**config.mk**
```make
export PLATFORM = sky130hd
export DESIGN_NAME = afca_front
export DESIGN_NICKNAME = d
export VERILOG_FILES = /design/src/rtl/core/afca_pkg.sv /design/src/rtl/core/afca_front.sv
export VERILOG_INCLUDE_DIRS = /design/src /design/src/rtl/core
export SDC_FILE = /design/constraint.sdc
export NUM_CORES = 1
export LEC_CHECK = 0
export ABC_AREA = 1
export BUFFER_PORTS_ARGS = -buffer_cell sky130_fd_sc_hd__buf_4
export CAP_MARGIN = 40
export CORE_MARGIN = 8
export CORE_UTILIZATION = 45
export CTS_BUF_LIST = sky130_fd_sc_hd__clkbuf_8
export DETAILED_ROUTE_END_ITERATION = 10
export PLACE_DENSITY = 0.7
export SLEW_MARGIN = 20
export SYNTH_ARGS = -nofsm -noshare
export SYNTH_HDL_FRONTEND = slang
export SYNTH_SLANG_ARGS = --single-unit
export TNS_END_PERCENT = 10
```
**constraint.sdc**
```tcl
create_clock -name clk -period 4.7 [get_ports clk]
set_clock_uncertainty 0.2 [all_clocks]
set_input_delay 1.41 -clock clk [delete_from_list [all_inputs] [get_ports clk]]
set_output_delay 1.41 -clock clk [all_outputs]
set_load 0.02 [all_outputs]
```
**src/rtl/core/audio_fifo_clock_adapter_top_assert.svh**
```systemverilog
// assertion macros for the audio fifo clock adapter
`ifndef AUDIO_FIFO_CLOCK_ADAPTER_TOP_ASSERT_SVH
`define AUDIO_FIFO_CLOCK_ADAPTER_TOP_ASSERT_SVH

// a condition that must hold at every clock edge out of reset
`define AFCA_ASSERT_ALWAYS(lbl, cond, msg) \
	lbl: assert property (@(posedge clk) disable iff (!arst_n) (cond)) else $error(msg);

// an antecedent that implies a consequent in the next cycle
`define AFCA_ASSERT_NEXT(lbl, ante, cons, msg) \
	lbl: assert property (@(posedge clk) disable iff (!arst_n) (ante) |=> (cons)) \
		else $error(msg);

`endif

```
**src/rtl/core/afca_pkg.sv**
```systemverilog
// ----------------------------------------------------------------------------
// afca_pkg
// shared types and constants of the audio fifo clock adapter
// ----------------------------------------------------------------------------
package afca_pkg;
	localparam int RING_DEPTH = 4096;
	localparam int PTR_W = $clog2(RING_DEPTH);
	localparam int CNT_W = PTR_W + 1;
	localparam int MAX_BLOCK = 63;
	localparam int BLK_W = 6;
	localparam int IDX_W = BLK_W + 1;
	localparam int QDEPTH = 2;

	localparam logic [1:0] CMD_PUSH = 2'd0;
	localparam logic [1:0] CMD_PULL = 2'd1;
	localparam logic [1:0] CMD_ACT  = 2'd2;

	localparam logic [1:0] DIR_IDLE = 2'd0;
	localparam logic [1:0] DIR_DROP = 2'd1;
	localparam logic [1:0] DIR_DUP  = 2'd2;

	localparam logic [1:0] REG_TARGET  = 2'd0;
	localparam logic [1:0] REG_ENGAGE  = 2'd1;
	localparam logic [1:0] REG_RELEASE = 2'd2;
	localparam logic [1:0] REG_SHIFT   = 2'd3;

	typedef struct packed {
		logic [1:0]  cmd;
		logic [31:0] frame;
		logic [5:0]  blk;
		logic        act;
	} cmd_t;
endpackage

```
**src/rtl/core/afca_front.sv**
```systemverilog
// ----------------------------------------------------------------------------
// afca_front
// command intake: drops unknown commands and queues the rest
// ----------------------------------------------------------------------------
module afca_front import afca_pkg::*; (
	input  logic clk,
	input  logic arst_n,
	input  logic in_valid,
	input  cmd_t in_cmd,
	output logic full,
	output logic q_valid,
	output cmd_t q_cmd,
	input  logic q_pop
);
	cmd_t       mem_q [QDEPTH];
	logic       wr_q, rd_q;
	logic [1:0] cnt_q;
	logic       push;

	assign full = (cnt_q == 2'(QDEPTH));
	assign push = in_valid && (in_cmd.cmd == CMD_PUSH || in_cmd.cmd == CMD_PULL ||
		in_cmd.cmd == CMD_ACT);
	assign q_valid = (cnt_q != 2'd0);
	assign q_cmd = mem_q[rd_q];

	always_ff @(posedge clk) begin
		if (push) mem_q[wr_q] <= in_cmd;
	end

	always_ff @(posedge clk or negedge arst_n) begin
		if (!arst_n) begin
			wr_q <= 1'b0;
			rd_q <= 1'b0;
			cnt_q <= 2'd0;
		end else begin
			if (push) wr_q <= ~wr_q;
			if (q_pop) rd_q <= ~rd_q;
			cnt_q <= cnt_q + 2'(push) - 2'(q_pop);
		end
	end

`include "audio_fifo_clock_adapter_top_assert.svh"
	`AFCA_ASSERT_ALWAYS(a_no_overflow, !(push && full && !q_pop), "queue overflow")
	`AFCA_ASSERT_ALWAYS(a_no_underflow, !(q_pop && !q_valid), "queue underflow")
	`AFCA_ASSERT_ALWAYS(a_cnt_range, cnt_q <= 2'(QDEPTH), "queue count out of range")
endmodule

```
## Yosys cells after proc, flatten, opt, wreduce, memory -nomap -nowiden

Memories as Yosys holds them, arrays and structs flattened.
Index checks and enable logic that the tools add are counted.

- Register bits: 4
- Memory bits (writable): 82
- Output and inout bits: 43
- Logic and storage cells: 18
- Memories: 1

- Add/sub/neg operators: 2
- Equality and inequality tests: 3
- Multiplexer cells: 2
- Bitwise operators: 2
- Reduce and logical (&&, ||, !) cells: 5

Memories:

| memory | words | width | rd ports | clocked after memory_dff | write ports | line | RTL |
|---|---|---|---|---|---|---|---|
| mem_q | 2 | 41 | 1 | 0 | 1 | afca_front.sv:15 | `cmd_t mem_q [QDEPTH];` |

Operator list:

| cell | number |
|---|---|
| == test 2 bit, second input constant | 2 |
| adder 2 x 1 -> 2 bit | 1 |
| == test 2 x 1 -> 1 bit, second input constant | 1 |
| zero test 2 bit | 1 |
| logical OR 1 bit | 2 |
| 2-to-1 mux 1 bit | 2 |
| inverter 1 bit | 2 |
| nonzero test 2 bit | 1 |
| subtractor 2 x 1 -> 2 bit | 1 |
| logical AND 1 bit | 1 |

## Logic depth before layout (Yosys ltp)

Gate-level depths: netlist of run 1.

- Word-level depth: 6
- Depth in mapped cells: 9

## Worst setup path after synthesis of run 1

OpenSTA, ideal clock, no wires.

- Path type: input port to flip-flop
- From: in in_cmd[39] in the netlist's numbering
- To: mem mem_q[1][0] in the netlist's numbering (enable)
- Setup time: 0.441 ns
- Arrival time: 3.364 ns
- Required time: 4.059 ns
- Slack: 0.695 ns
- Stages: 3
- Path buffers: 0
- Cell sequence: nand2_1 -> nand2_1 -> nor2_1

- Word-level cells in the longest chain between the ends: 6

Ends and longest elaborated chain:

| element | line | RTL |
|---|---|---|
| start: declaration | afca_front.sv:9 | `input cmd_t in_cmd,` |
| == test 2 x 1 -> 1 bit or zero test 2 bit (tied branches) | afca_front.sv:21 | `assign push = in_valid && (in_cmd.cmd == CMD_PUSH \|\| in_cmd.cmd == CMD_PULL \|\|` |
| logical OR 1 bit | afca_front.sv:21 |  |
| logical OR 1 bit * | afca_front.sv:21 |  |
| logical AND 1 bit * | afca_front.sv:21 |  |
| 2-to-1 mux 1 bit * | afca_front.sv:27 | `if (push) mem_q[wr_q] <= in_cmd;` |
| 2-to-1 mux 1 bit (implied by the code) * | afca_front.sv:27 |  |
| end: declaration | afca_front.sv:15 |  |

Mark *: on every way between the ends. The rest lies on a longest branch, timed or not.

==> impl_metrics.csv, run 1 <==
group,metric,value,unit
global_routing,grt.overflow.total,0,
clock_network,cts_root_buf,"clkbuf_8",
cells_and_area,final_core_util,56.7,%
power,p_per_area,526,mW/mm2
setup_path,critPathArrivalTime,1780,ps
hold_path,min_path_cells,1,
timing,period_share,72.1,%
die,die_area,0.0107,mm2
yosys,syn_inst,242,
timing,period_needed,3390,ps
detailed_routing,vias,1975,
die,dieWidth,103,um
detailed_routing,route.antenna.remaining_nets,0,
cells_and_area,fillers,636,
setup_path,cp-end-kind,"output pin",
timing,drv_slew,0,
yosys,synth_area,0.00342,mm2
cells_and_area,drive_gt1_share,40.5,%
clock_network,insertion_delay,330,ps
power,ir_drop,335,uV
die,fp.coreArea,0.00757,mm2
detailed_routing,drc,0,
clock_network,cts_buffer_depth,2,
clock_network,h-tree-depth,3,
flow_run,max_cap_violations,0,
detailed_routing,wl_per_cell,13.9,um
timing,hold_viol_final,0,
die,die_y,103,um
clock_network,post_cts_buffers,0,
setup_path,r2r_cells,2,
yosys,synth_warnings,0,
timing,tightestPinTransition,677,ps
detailed_routing,vias_per_cell,4.49,
status,outcome,"finished clean",
detailed_routing,drt_pass1_iterations,4,
yosys,synth-seq-cells,86,
cells_and_area,synthToLayoutAreaGrowth,25.3,%
yosys,synth-seq-area-share,74.9,%
timing,max_freq,295,MHz
hold_path,hp-class,"reg -> reg",
timing,rsz0062_at_grt,"no",
timing,slew_headroom,54.8,%
cells_and_area,n_antenna_cell,0,
global_routing,grt_max_degree,45,
yosys,avgSynthCellArea,14.1,um2
setup_path,worstSetupStartpointType,"flip-flop",
clock_network,clock_sinks,86,
global_routing,grt_pass1_vias,2003,
timing,setup_viol_count_final,0,
die,io_pins,88,
die,num_rows,32,
global_routing,antenna_found_initial,0,
place,gp_congestion,0.705,
global_routing,grt_pass1_wl,9.53,mm
setup_path,cp_max_fo,44,
setup_path,critical_path_class,"reg -> out",
place,io_buffers,87,
clock_network,cts_made_buffers,9,
timing,setup_tns,0,ps
yosys,syn_nets,288,
place,dp_hpwl,4.31,mm
global_routing,grtUsageTotal,12.0,%
cells_and_area,fin_nets,380,
power,p_total,2.26,mW
clock_network,cts_tree,"done",
detailed_routing,routed_wl,6.11,mm
detailed_routing,drt_iter0_drc,102,
power,power_leakage,1.81,nW
clock_network,cts_resized,0,
die,start_util,45.2,%
clock_network,clkTransAtPathRegs,70,ps
yosys,yosys.cell_types.count,17,
setup_path,required,3090,ps
clock_network,cts_hold_buf,0,
## final timing paths
path | start | end | slack (ps)
worst max-delay path | rd_q | q_cmd[37] | 1310
worst min-delay path | cnt_q[0] | cnt_q[0] | 330
worst max register to register | wr_q | mem_q[0][19] | 2790
worst min register to register | cnt_q[0] | cnt_q[0] | 330
max in group asynchronous | arst_n | rd_q | 3530
min in group asynchronous | arst_n | cnt_q[0] | 660
## metal layers
layer / vias up / wire length (um) / global-route usage [%]
met5: - / 0 / 0
met4: 0 / 99 / 5.56
met3: 10 / 473 / 4.35
met2: 59 / 3020 / 18.9
met1: 905 / 2520 / 14.4
li1: 1001 / - / -
## kinds of logic after synthesis
kind of cell    count (synthesis)  synth area share, %
xor+xnor                        2                0.512
buf+inv                        53                 8.37
flops                          86                 74.9
compound gates                 42                 9.43
simple gates                   58                 6.47
fa+ha+maj                       1                0.365
## metrics by stage
step	setup slack [ps]	area, um2	cells	hold WS [ps]
after floorplan	695	3420	242	285
after global placement	1390	4120	424	302
after detailed placement	1340	4140	425	316
after CTS	1280	4290	440	332
after global routing	1140	4290	440	363
final	1310	4290	440	327
## area by class of cell
class,count,area [um2],area share (%)
Sequential cell,86,2570,59.8
Timing Repair Buffer,90,688,16.0
Multi-Input combinational cell,103,589,13.7
Inverter,44,165,3.85
Tap cell,102,128,2.97
Clock buffer,9,124,2.89
Clock inverter,6,30.0,0.700
## state kept, by name, indices dropped and copies added (netlist names)
register and cells:
cnt_q 2, rd_q 1, mem_q 82, wr_q 1
## where the power goes
group / switching, mW / internal, mW / total [mW]
clock network: 0.233 / 0.182 / 0.415
registers: 0.0830 / 0.920 / 1.00
logic: 0.491 / 0.350 / 0.841
## critical path: stages, from the launching register on
cell     delay [ps]
dfrtp_4         760
buf_12          290
nand2_1          70
o21ai_0         110
buf_4           200
## synth_stat cells (all sizes together)
master   n  area, um2
a21oi    1       5.00
buf      8        116
clkbuf   1       5.00
dfrtp    4        100
edfxtp  82       2460
ha       1       12.5
inv     44        165
nand2   52        195
nand3    1       5.00
nor2     4       15.0
o21ai   41        318
or2      1       6.26
xnor2    1       8.76
xor2     1       8.76
## placed cells by master (no fill, tap or decap)
cell type / instances
dfrtp_4: 1
nand2_1: 52
edfxtp_1: 82
clkinv_1: 2
o21ai_1: 1
or2_2: 1
dfrtp_1: 3
o21ai_0: 10
buf_12: 1
xor2_1: 1
a21oi_1: 1
clkbuf_8: 9
clkinv_2: 3
nand3_1: 1
ha_1: 1
inv_1: 44
xnor2_1: 1
clkinvlp_4: 1
buf_4: 89
o21ai_2: 30
nor2_1: 2
nor2_4: 2
No activity file was read; power rests on OpenSTA's default activity.
==> run 2, diff against run 1 <==
- PLACE_DENSITY: 0.7 -> 0.72
- clock period: 4.7 -> 3.05 ns (I/O delays scaled with it)
==> impl_metrics.csv, run 2 (same netlist as run 1, synthesis figures left out) <==
group,metric,value,unit
detailed_routing,wl_per_cell,13.7,um
cells_and_area,seq_area,0.00257,mm2
timing,tightestPinTransition,334,ps
global_routing,grt_pass1_vias,2033,
power,power_leakage,1.83,nW
setup_path,cp.depth,3,
detailed_routing,routed_wl,6.06,mm
die,num_rows,32,
timing,setup_viol_count_final,0,
place,placedInstanceArea,0.00416,mm2
cells_and_area,fillers,627,
clock_network,cts_hold_buf,0,
place,place_inst,428,
place,io_buffers,87,
timing,drv_slew,0,
cells_and_area,layout_commonest_cell,"buf_4",
setup_path,timing.critical_path.mode_cell,"buf_4",
flow_run,max_cap_violations,0,
global_routing,grt_pass1_wl,9.42,mm
global_routing,grt.overflow.total,0,
detailed_routing,vias_per_cell,4.51,
cells_and_area,n_antenna_cell,0,
power,p_per_area,827,mW/mm2
status,outcome,"finished clean",
setup_path,cp-startpoint,"rd_q",
setup_path,endpoint,"q_cmd[38]",
clock_network,cts_buffer_depth,2,
die,io_pins,88,
die,start_util,45.2,%
setup_path,r2r_slack,1580,ps
die,dieWidth,103,um
clock_network,cts_resized,0,
detailed_routing,drc,0,
setup_path,worst_path_max_delay_cell,"dfrtp_4",
timing,slew_headroom,77.7,%
place,dp_hpwl,4.30,mm
die,die_area,0.0107,mm2
timing,rsz0062_at_grt,"no",
timing,period_needed,2680,ps
detailed_routing,drt_pass1_iterations,4,
cells_and_area,drive_gt1_share,41.5,%
clock_network,h-tree-depth,3,
cells_and_area,fin_nets,383,
cells_and_area,fin_area,0.00434,mm2
power,ir_drop,503,uV
setup_path,r2r_start,"wr_q",
cells_and_area,top_register,"mem_q",
global_routing,grt_max_degree,43,
clock_network,cts_made_buffers,9,
clock_network,cts_tree,"done",
cells_and_area,largestRegisters,"mem_q: 82 flops, cnt_q: 2 flops",
die,fp.coreArea,0.00757,mm2
cells_and_area,final_cells,442,
die,die_y,103,um
setup_path,critical_path_buf_inv_count,2,
place,gp_congestion,0.684,
detailed_routing,drt_iter0_drc,70,
setup_path,critical_path_class,"reg -> out",
setup_path,required,1930,ps
setup_path,critPathArrivalTime,1570,ps
detailed_routing,vias,1995,
global_routing,grtUsageTotal,11.8,%
clock_network,clkTransAtPathRegs,80,ps
clock_network,clock_sinks,86,
setup_path,cp_top_family,"flip-flops",
setup_path,cp-end-kind,"output pin",
clock_network,insertion_delay,330,ps
detailed_routing,route.antenna.remaining_nets,0,
cells_and_area,mostFrequentLayoutCells,"buf_4 (92), edfxtp_1 (82), nand2_1 (52), inv_1 (44), o21ai_2 (30)",
timing,period_share,87.9,%
setup_path,r2r_cells,3,
setup_path,r2r-end,"mem_q[1][19]",
cells_and_area,largest_reg_flops,82,
setup_path,slowest_delay,560,ps
hold_path,hp-class,"in -> async",
cells_and_area,multi_input_area,589,um2
timing,max_freq,373,MHz
clock_network,cts_root_buf,"clkbuf_8",
timing,hold_ws,168,ps
cells_and_area,synthToLayoutAreaGrowth,26.6,%
setup_path,worstSetupStartpointType,"flip-flop",
global_routing,antenna_found_initial,0,
setup_path,crit_chain,"buf_4 > o21ai_0 > buf_4",
timing,hold_viol_final,0,
clock_network,post_cts_buffers,0,
setup_path,cp_max_fo,27,
==> run 2: cell types whose count changed in the layout (fill, tap and decap cells not counted) <==
| cell | previous run | this run |
|---|---|---|
| clkinv_1 | 2 | 0 |
| buf_4 | 89 | 92 |
| bufinv_16 | 0 | 1 |
==> run 2: area by class of cell <==
class                   count  share of cell area, %
inverters                  44                   3.81
flip-flops and latches     86                   59.2
clock inverters             5                   1.21
repair buffers             93                   16.4
clock buffers               9                   2.86
well taps                 102                   2.94
multi-input cells         103                   13.6
==> run 2: how the worst min path moves through the flow <==
| stage | end | startpoint | slack, ps |
|---|---|---|---|
| after floorplan | wr_q | wr_q | 280 |
| after global placement | cnt_q[0] | cnt_q[0] | 300 |
| after detailed placement | cnt_q[0] | cnt_q[0] | 340 |
| after CTS | cnt_q[0] | arst_n | 150 |
| after global routing | cnt_q[0] | arst_n | 140 |
| final | wr_q | arst_n | 170 |
==> run 2: layer usage <==
layer	share of wire, %	vias to the layer above	track usage [%]
li1	-	1003	-
met1	39	932	12.8
met2	51	54	19.8
met3	9.0	6	5.89
met4	1.1	0	3.78
met5	0	-	0
==> run 2: through the flow <==
stage / setup TNS [ps] / setup WS [ps] / power [mW] / util (%)
CTS: 0 / 323 / 3.65 / 57.3
global placement: 0 / 728 / 2.89 / 55.0
detailed placement: 0 / 690 / 2.92 / 55.0
global route: 0 / 261 / 3.78 / 57.3
floorplan: -18160 / -443 / 2.46 / -
finish: 0 / 369 / 3.58 / 57.3
==> run 2: report_power, final <==
| part | switching (mW) | leakage [nW] | internal [mW] |
|---|---|---|---|
| Clock | 0.366 | 0.0907 | 0.365 |
| Sequential | 0.0596 | 0.807 | 1.42 |
| Combinational | 0.823 | 0.936 | 0.552 |
==> run 3, diff against run 2 <==
- BUFFER_PORTS_ARGS: -buffer_cell sky130_fd_sc_hd__buf_4 -> -buffer_cell sky130_fd_sc_hd__buf_2
==> impl_metrics.csv, run 3 (same netlist as run 1, synthesis figures left out) <==
group,metric,value,unit
status,outcome,"finished clean",
setup_path,slowest_delay,580,ps
die,dieWidth,103,um
clock_network,cts_made_buffers,9,
global_routing,grt_pass1_vias,2073,
global_routing,grtUsageTotal,11.9,%
power,netSwitchingPower,1.23,mW
cells_and_area,synthToLayoutAreaGrowth,21.1,%
power,p_per_area,844,mW/mm2
die,io_pins,88,
die,die_y,103,um
place,gp_congestion,0.668,
clock_network,post_cts_buffers,0,
detailed_routing,vias,2013,
global_routing,antenna_found_initial,0,
setup_path,crit_chain,"buf_4 > nand2_1 > o21ai_0 > buf_2",
power,clkPwrFrac,23.1,%
clock_network,insertion_delay,330,ps
detailed_routing,wl_met1,2.41,mm
setup_path,critPathArrivalTime,1730,ps
clock_network,clkTransAtPathRegs,80,ps
setup_path,cp_max_fo,29,
detailed_routing,dr_wl_met3,403,um
setup_path,required,1930,ps
clock_network,h-tree-depth,3,
cells_and_area,mostFrequentLayoutCells,"buf_2 (87), edfxtp_1 (82), nand2_1 (52), inv_1 (46), o21ai_2 (30)",
cells_and_area,layout_commonest_cell,"buf_2",
place,dp_hpwl,4.27,mm
cells_and_area,largestRegisters,"mem_q: 82 flops, cnt_q: 2 flops",
timing,slew_headroom,75.0,%
cells_and_area,n_antenna_cell,0,
flow_run,max_cap_violations,0,
timing,setup_viol_count_final,0,
die,start_util,45.2,%
clock_network,cts_resized,0,
cells_and_area,fin_nets,383,
setup_path,worst_path_max_delay_cell,"dfrtp_4",
detailed_routing,drt_pass1_iterations,6,
setup_path,critical_path_class,"reg -> out",
cells_and_area,drive_gt1_share,41.1,%
timing,max_freq,351,MHz
die,die_area,0.0107,mm2
power,power_leakage,1.78,nW
setup_path,cp-end-kind,"output pin",
clock_network,clock_sinks,86,
timing,hold_viol_final,0,
cells_and_area,top_register,"mem_q",
detailed_routing,route.antenna.remaining_nets,0,
detailed_routing,routed_wl,6.03,mm
global_routing,grt.overflow.total,0,
power,seqPwrFrac,42.7,%
cells_and_area,final_core_util,54.8,%
place,dp_slack,536,ps
timing,period_share,93.3,%
detailed_routing,vias_per_cell,4.54,
place,io_buffers,87,
timing,drv_slew,0,
power,internal_power,2.27,mW
timing,layout_setup_ws,203,ps
setup_path,worstSetupStartpointType,"flip-flop",
power,ir_drop,477,uV
detailed_routing,drc,0,
global_routing,grt_pass1_wl,9.50,mm
clock_network,cts_hold_buf,0,
power,comb_power_share,34.2,%
detailed_routing,top_layer_used,"met4",
clock_network,cts_buffer_depth,2,
detailed_routing,drt_iter0_drc,85,
die,num_rows,32,
timing,rsz0062_at_grt,"no",
timing,tightestPinTransition,376,ps
clock_network,cts_tree,"done",
die,fp.coreArea,0.00757,mm2
clock_network,cts_root_buf,"clkbuf_8",
detailed_routing,wl_per_cell,13.6,um
cells_and_area,largest_reg_flops,82,
detailed_routing,wl_met2,3.11,mm
global_routing,grt_max_degree,37,
timing,period_needed,2850,ps
hold_path,hp-class,"in -> async",
power,swShare,35.2,%
-- run 3: cell count changes in the layout (fill, tap and decap cells not counted), sizes merged --
| cell | previous run | this run |
|---|---|---|
| inv | 44 | 46 |
| clkinv | 3 | 1 |
| bufinv | 1 | 2 |
-- run 3: power by group through the flow --
| stage | combinational (mW) | clock (mW) | sequential [mW] |
|---|---|---|---|
| finish | 1.20 | 0.809 | 1.49 |
| global route | 1.31 | 0.884 | 1.51 |
| CTS | 1.22 | 0.831 | 1.50 |
| detailed placement | 1.22 | 0 | 1.52 |
| global placement | 1.20 | 0 | 1.52 |
| floorplan | 0.990 | 0 | 1.47 |
-- run 3: critical path, delay by kind of cell (launching register included) --
kind            cells  cell delay [ps]
compound gates      1              120
buf+inv             2              620
flops               1              580
simple gates        1               80
-- run 3: path summary, 6_finish.rpt --
check | start | depth (start not counted) | to | slack, ps
min | arst_n | 1 | cnt_q[0] | 180
min in group clk | cnt_q[0] | 1 | cnt_q[0] | 330
max | rd_q | 4 | q_cmd[30] | 200
max in group asynchronous | arst_n | 1 | rd_q | 2320
max reg2reg | wr_q | 3 | mem_q[1][10] | 1580
min reg2reg | cnt_q[0] | 1 | cnt_q[0] | 330
-- run 3: metal layers --
| metal | vias up | global-route usage (%) |
|---|---|---|
| li1 | 1008 | - |
| met1 | 939 | 13.0 |
| met2 | 56 | 20.9 |
| met3 | 10 | 3.48 |
| met4 | 0 | 5.78 |
| met5 | - | 0 |
-- run 3: metrics by stage --
step                      cell area, um2  TNS, ps  std cells  hold WS (ps)  power (mW)
after floorplan                     3430   -18160        242           285        2.46
after global placement              3940        0        428           304        2.71
after detailed placement            3940        0        428           320        2.74
after CTS                           4150        0        443           164        3.55
after global routing                4150        0        443           155        3.70
final                               4150        0        443           176        3.50
-- run 3: cell type report --
class / instances / area (um2)
clock inverter: 6 / 80.1
clock buffer: 9 / 124
tap: 102 / 128
inverter: 44 / 165
multi-input combinational: 103 / 589
timing repair buffer: 93 / 493
fill: 628 / 3420
sequential: 86 / 2570
